**config.mk**
```make
export PLATFORM = sky130hd
export DESIGN_NAME = demst_ctrl
export DESIGN_NICKNAME = d
export VERILOG_FILES = /design/src/rtl/demst_pkg.sv /design/src/rtl/demst_ctrl.sv
export SDC_FILE = /design/constraint.sdc
export NUM_CORES = 1
export LEC_CHECK = 0
export BUFFER_PORTS_ARGS = -buffer_cell sky130_fd_sc_hd__buf_2
export CAP_MARGIN = 20
export CORE_MARGIN = 3
export CORE_UTILIZATION = 45
export CTS_BUF_LIST = sky130_fd_sc_hd__clkbuf_16
export DETAILED_ROUTE_END_ITERATION = 7
export GPL_TIMING_DRIVEN = 0
export PLACE_DENSITY = 0.74
export SLEW_MARGIN = 20
export SYNTH_ARGS = -nofsm -noshare
export SYNTH_HDL_FRONTEND = slang
export SYNTH_SLANG_ARGS = --single-unit
```
**constraint.sdc**
```tcl
create_clock -name clk -period 1.7 [get_ports clk]
set_input_delay 0.17 -clock clk [delete_from_list [all_inputs] [get_ports clk]]
set_output_delay 0.17 -clock clk [all_outputs]
set_load 0.1 [all_outputs]
```
**src/rtl/demst_pkg.sv**
```systemverilog
// ----------------------------------------------------------------------------
// demst_pkg: shared types and constants for the Euclidean MST block
// Index widths, length limits and controller/datapath command structs.
// ----------------------------------------------------------------------------
package demst_pkg;

  localparam int MAX_POINTS_DEF = 64;
  localparam int COORD_BITS_DEF = 16;
  localparam int FRAC_BITS_DEF  = 8;

  localparam int IN_COORD_W = 16;
  localparam int OUT_IDX_W  = 6;
  localparam int LEN_W      = 25;
  localparam int SUM_W      = 31;
  localparam int SQ_W       = 50;
  localparam int ROOT_W     = 26;

  localparam logic [LEN_W-1:0] LEN_MAX = {LEN_W{1'b1}};
  localparam logic [SUM_W-1:0] SUM_MAX = {SUM_W{1'b1}};

  // Commands from the controller to the datapath.
  typedef struct packed {
    logic store_point;  // write accepted point into the point store
    logic clear_load;   // restart the load count
    logic init_start;   // begin a tree: newest = 0, pending = n-1
    logic init_entry;   // write one pending-list entry at the sweep index
    logic scan_start;   // reset scan index and running minimum
    logic scan_read;    // issue reads for the current scan index
    logic scan_eval;    // evaluate returned data for the previous index
    logic root_start;   // launch the square-root unit on the best distance
    logic commit;       // retire chosen entry from the pending count
    logic move_read;    // read last entry for the swap
    logic move_write;   // write it into the chosen slot
  } demst_cmd_t;

  // Status from the datapath to the controller.
  typedef struct packed {
    logic few_points;   // fewer than two points in the set
    logic init_done;    // sweep index reached the last entry
    logic scan_last;    // read index is the last pending entry
    logic root_done;    // square root result is ready
    logic list_empty;   // no pending entries after commit
  } demst_stat_t;

endpackage

```
**src/rtl/demst_ctrl.sv**
```systemverilog
// ----------------------------------------------------------------------------
// demst_ctrl: sequencer for load, Prim scan, square root and result handoff
// Drives datapath commands and the stream handshakes.
// ----------------------------------------------------------------------------
module demst_ctrl (
  input  logic                    clk,
  input  logic                    rst,
  input  logic                    in_valid,
  input  logic                    in_last,
  output logic                    in_ready,
  output logic                    out_valid,
  input  logic                    out_ready,
  output logic                    out_edge_valid,
  output logic                    out_last,
  output demst_pkg::demst_cmd_t   cmd,
  input  demst_pkg::demst_stat_t  stat
);

  typedef enum logic [10:0] {
    S_LOAD  = 11'b000_0000_0001,
    S_INIT  = 11'b000_0000_0010,
    S_PREP  = 11'b000_0000_0100,
    S_RDA   = 11'b000_0000_1000,
    S_RDB   = 11'b000_0001_0000,
    S_EVAL  = 11'b000_0010_0000,
    S_ROOT  = 11'b000_0100_0000,
    S_WAIT  = 11'b000_1000_0000,
    S_OUT   = 11'b001_0000_0000,
    S_MOVE  = 11'b010_0000_0000,
    S_SINGLE = 11'b100_0000_0000
  } state_t;

  state_t state, state_next;
  logic   in_xfer;
  logic   last_res;
  logic   last_res_next;

  assign in_xfer = in_valid && in_ready;
  assign in_ready = state == S_LOAD;

  always_comb begin
    state_next    = state;
    last_res_next = last_res;
    cmd           = '0;
    out_valid     = 1'b0;
    out_edge_valid = 1'b1;
    out_last      = last_res;
    unique case (state)
      S_LOAD: begin
        if (in_xfer) begin
          cmd.store_point = 1'b1;
          if (in_last) begin
            state_next = S_INIT;
          end
        end
      end
      S_INIT: begin
        // point store read of vertex 0 lands during the sweep
        if (stat.few_points) begin
          cmd.clear_load = 1'b1;
          state_next = S_SINGLE;
        end else begin
          cmd.init_start = 1'b1;
          state_next = S_PREP;
        end
      end
      S_PREP: begin
        cmd.init_entry = 1'b1;
        if (stat.init_done) begin
          cmd.clear_load = 1'b1;
          state_next = S_ROOT;
        end
      end
      S_ROOT: begin
        // newest vertex coordinates were read at init (first scan) or in S_MOVE
        cmd.scan_start = 1'b1;
        state_next = S_RDA;
      end
      S_RDA: begin
        cmd.scan_read = 1'b1;
        state_next = S_RDB;
      end
      S_RDB: begin
        state_next = S_EVAL;
      end
      S_EVAL: begin
        cmd.scan_eval = 1'b1;
        if (stat.scan_last) begin
          state_next = S_WAIT;
        end else begin
          state_next = S_RDA;
        end
      end
      S_WAIT: begin
        if (!last_res) begin
          cmd.root_start = 1'b1;
          last_res_next = 1'b1;
        end else if (stat.root_done) begin
          last_res_next = stat.list_empty;
          state_next = S_OUT;
        end
      end
      S_OUT: begin
        out_valid = 1'b1;
        if (out_ready) begin
          cmd.commit = 1'b1;
          if (last_res) begin
            last_res_next = 1'b0;
            state_next = S_LOAD;
          end else begin
            cmd.move_read = 1'b1;
            state_next = S_MOVE;
          end
        end
      end
      S_MOVE: begin
        cmd.move_write = 1'b1;
        state_next = S_ROOT;
      end
      S_SINGLE: begin
        out_valid      = 1'b1;
        out_edge_valid = 1'b0;
        out_last       = 1'b1;
        if (out_ready) begin
          state_next = S_LOAD;
        end
      end
      default: begin
        state_next = S_LOAD;
      end
    endcase
  end

  always_ff @(posedge clk) begin
    if (rst) begin
      state    <= S_LOAD;
      last_res <= 1'b0;
    end else begin
      state    <= state_next;
      last_res <= last_res_next;
    end
  end

endmodule

```
==> metrics.txt, run 1 <==
status aborted with a tool error; Stopped at clock tree synthesis (4_1_cts); error message [ERROR DPL-0038] Utilization greater than 100%, impossible to legalize; Synth Area in XOR/XNOR 3.13%; Post-Place Worst Slack -627 ps; clk sinks 12; compound-cell area share of the yosys netlist 17.2%; share of the synthesized area in the top cell type 28.7%; clock buffer depth 2; simple-gate share of the synthesized area 47.0%; Synth cell types 39; most common cell in the netlist dfxtp_1; Net Count, Synth 112; number of flops mapped to enable cells by yosys 0; Mapped Area 838 um^2; register area share after synthesis 28.7%; mux share of post-synthesis cell area 0%; Starting Density 51.5%; Avg Inst Size Synth 8.22 um^2; CTS Hold Bufs 0; largest area contributor in the netlist dfxtp_1; Post-synth ARST share 0%; Synth top cells by count dfxtp_1 (12), nor2_1 (11), nor4b_1 (8); CTS-repair resized insts 67; dominant synthesized flop cell dfxtp_1; # Post-CTS Setup Buffers 26; TritonCTS Buffers 3; I/O Buffers 24; Die H 49.2 um; num ports 25; post-synthesis adder-cell area fraction 0%; H-tree depth 1; DP Wirelength 1.73 mm; largest family of logic cells by synthesized area simple AND/OR/NAND/NOR gates; Die X 49.2 um; Mapped Cells 102; Row Count 14; CTS Root Cell clkbuf_16; warnings from Yosys 0; RD Place Congestion 0.852; #FFs+latches synth 12; largest cells by area after synthesis dfxtp_1 (29%), nor4b_1 (8.4%), nor2_1 (4.9%)
## kinds of logic after synthesis
| logic type | count (synthesis) |
|---|---|
| DFF | 12 |
| buffers and inverters | 8 |
| and+or+nand+nor | 60 |
| xor gates and xnor gates | 3 |
| AOI/OAI and AO/OA | 19 |
## per-stage QoR
stage	TNS [ps]	hold slack (ps)	std cells	area [um^2]
global placement	-6390	437	150	1140
detailed placement	-7020	453	150	1140
floorplan	-13860	332	102	987
==> run 2, diff against run 1 <==
- CORE_AREA: unset -> 3 3 64 66
- CORE_MARGIN: 3 -> unset
- CORE_UTILIZATION: 45 -> unset
- CTS_BUF_LIST: sky130_fd_sc_hd__clkbuf_16 -> unset
- DIE_AREA: unset -> 0 0 67 69
- PLACE_DENSITY: 0.74 -> unset
- PLACE_DENSITY_LB_ADDON: unset -> 0.15
- clock period: 1.7 -> 2.21 ns (I/O delays scaled with it)
==> run 2 against run 1 <==
Compared with the run above: the flow now finishes, with violations (negative setup slack); synthesized cell count did not move; synthesized area did not move.
==> metrics.txt, run 2 <==
status finished, violations left; violated checks negative setup slack; CP max FO 3; synthesis-to-layout area growth 71.2%; biggest regs state (11), last_res (1); Row Count 22; Avg Inst Size Synth 8.22 um^2; Synth top cells by count dfxtp_1 (12), nor2_1 (11), nor4b_1 (8); largest cells by area after synthesis dfxtp_1 (29%), nor4b_1 (8.4%), nor2_1 (4.9%); vias in the first global route 873; DRC viols 0; simple-gate share of the synthesized area 47.0%; setup slack, reg-to-reg 110 ps; Critical Path AT 2140 ps; period utilization 107%; Post-synth ARST share 0%; Reg-to-Reg End state[6]; max FFs per register 11; DP Wirelength 1.85 mm; CP Launch Point state[4]; WP data required 1990 ps; commonest non-fill, non-tap cells in the layout buf_4 (12), buf_2 (11), dfxtp_1 (9); dominant synthesized flop cell dfxtp_1; FF-to-FF path depth 6; placed inst area 0.00113 mm^2; share of the synthesized area in the top cell type 28.7%; Die H 69 um; Starting Density 23.1%; share of layout cells above drive strength 1 55.0%; Die X 67 um; Worst Skew 6.28 ps; Peak VDD IR 0.235 mV; slew margin rel. 67.7%; Skew-Pair Late Insertion Delay 240 ps; I/O Buffers 24; Fin. Hold Viols 0; Synth cell types 39; core area 0.00363 mm^2; Initial DRT Pass Iterations 4; largest area contributor in the netlist dfxtp_1; drt total wl 2.52 mm; clk slew on worst S/H paths 50 ps; static leakage 0.525 nW; final worst slack -151 ps; unrepaired setup endpoints after global routing yes; most common cell in the netlist dfxtp_1; critical path capture point type output port; via count 904; clk sinks 12; Total Nets Final 151; Top reg by flops state; die area 0.00462 mm^2; mux share of post-synthesis cell area 0%; num ports 25; RD Place Congestion 0.790; number of flops mapped to enable cells by yosys 0; initial antenna violation count 0; DRT iter0 DRCs 65; Fin Hold WS 255 ps; CTS tree built; Worst Setup EP cmd[8]; Post-Place Worst Slack -203 ps; Final ANT Viol Nets 0; Synth Area in XOR/XNOR 3.13%; clock buffer depth 2; Mapped Area 838 um^2; DR vias/cell 4.81; Avg WL per Cell 13.4 um; Final setup viols 4; Max Cap Viol 0; clock period minus worst slack 2360 ps; compound-cell area share of the yosys netlist 17.2%; CTS Root Cell clkbuf_8; pin count of the biggest net entering global routing 11; design area 0.00144 mm^2; register area share after synthesis 28.7%; grt total ovfl 0; kind of critical path flip-flop to output port; #FFs+latches synth 12; post-synthesis adder-cell area fraction 0%; ANT cells 0; warnings from Yosys 0; TritonCTS Buffers 3; GRT Overall Usage 11.3%; H-tree depth 1; fin. max-slew vios 0; CTS Hold Bufs 0; commonest non-fill, non-tap cell in the layout buf_4; startpoint types flip-flop; Tightest Pin Transition 487 ps; Max Freq 424 MHz; Worst R2R Start state[4]; Hold Crit Class primary input to flip-flop; PwrDens 631 mW/mm^2; Net Count, Synth 112; largest family of logic cells by synthesized area simple AND/OR/NAND/NOR gates; first-pass GRT wire length 4.17 mm; Mapped Cells 102
run 2: cells by family (layout without fill, tap and decap cells):
family,count (synthesis),count (layout)
AOI/OAI and AO/OA,19,19
xor gates and xnor gates,3,3
buffers and inverters,8,46
DFF,12,12
and+or+nand+nor,60,60
run 2: layout make-up:
class                      instances  area (um^2)
fill                             383         2200
multi-input combinational         82          711
sequential                        12          249
buffer                             4         30.0
tap                               48         60.1
inverter                           3         18.8
timing repair buffer              35          312
clock buffer                       4         55.1
run 2: worst min path at each step:
stage | slack [ps] | depth (start not counted) | startpoint | endpoint
floorplan | 380 | 2 | stat[2] | state[7]
global placement | 490 | 3 | stat[2] | state[7]
detailed placement | 500 | 3 | stat[2] | state[7]
CTS | 260 | 3 | stat[2] | state[7]
global route | 280 | 3 | stat[2] | state[7]
finish | 250 | 3 | stat[2] | state[7]
run 2: metal layers:
metal  vias up  part of all wire [%]  global-route usage (%)
met1       422                    48                    15.7
met4         0                   1.3                    3.83
li1        459                     -                       -
met2        19                    47                    17.1
met3         4                   4.0                    2.28
met5         -                     0                       0
run 2: through the flow:
step | total power [mW] | TNS [ps] | utilization (%) | std cells
6_report | 0.905 | -268 | 39.5 | 188
5_1_grt | 0.951 | -613 | 39.5 | 188
4_1_cts | 0.880 | -525 | 35.3 | 180
3_5_place_dp | 0.616 | -576 | 31.1 | 174
3_3_place_gp | 0.614 | -625 | 31.1 | 174
2_1_floorplan | 0.552 | -5350 | - | 102
run 2: where the power goes:
group	internal [mW]	switching, mW	leakage, nW	total, mW
sequential	0.226	0.0125	0.0992	0.239
combinational	0.142	0.284	0.397	0.426
clock	0.157	0.0833	0.0288	0.241
total	0.526	0.379	0.525	0.905
run 2: repair_timing:
action / 4_1_cts / 5_1_grt
endpoints found under the hold margin: 0 / 0
setup endpoints to repair: 13 / 13
pin swaps: 1 / 7
setup buffers: 2 / 9
gates resized for setup: 26 / 21
run 2: worst max-delay path, stage by stage, from the launching register on:
cell and delay, ps:
dfxtp_4 340, or4_4 590, nor2_4 130, nand2_2 60
or4b_4 510, clkinvlp_4 100, buf_12 160
(Power assumes the default switching activity.)
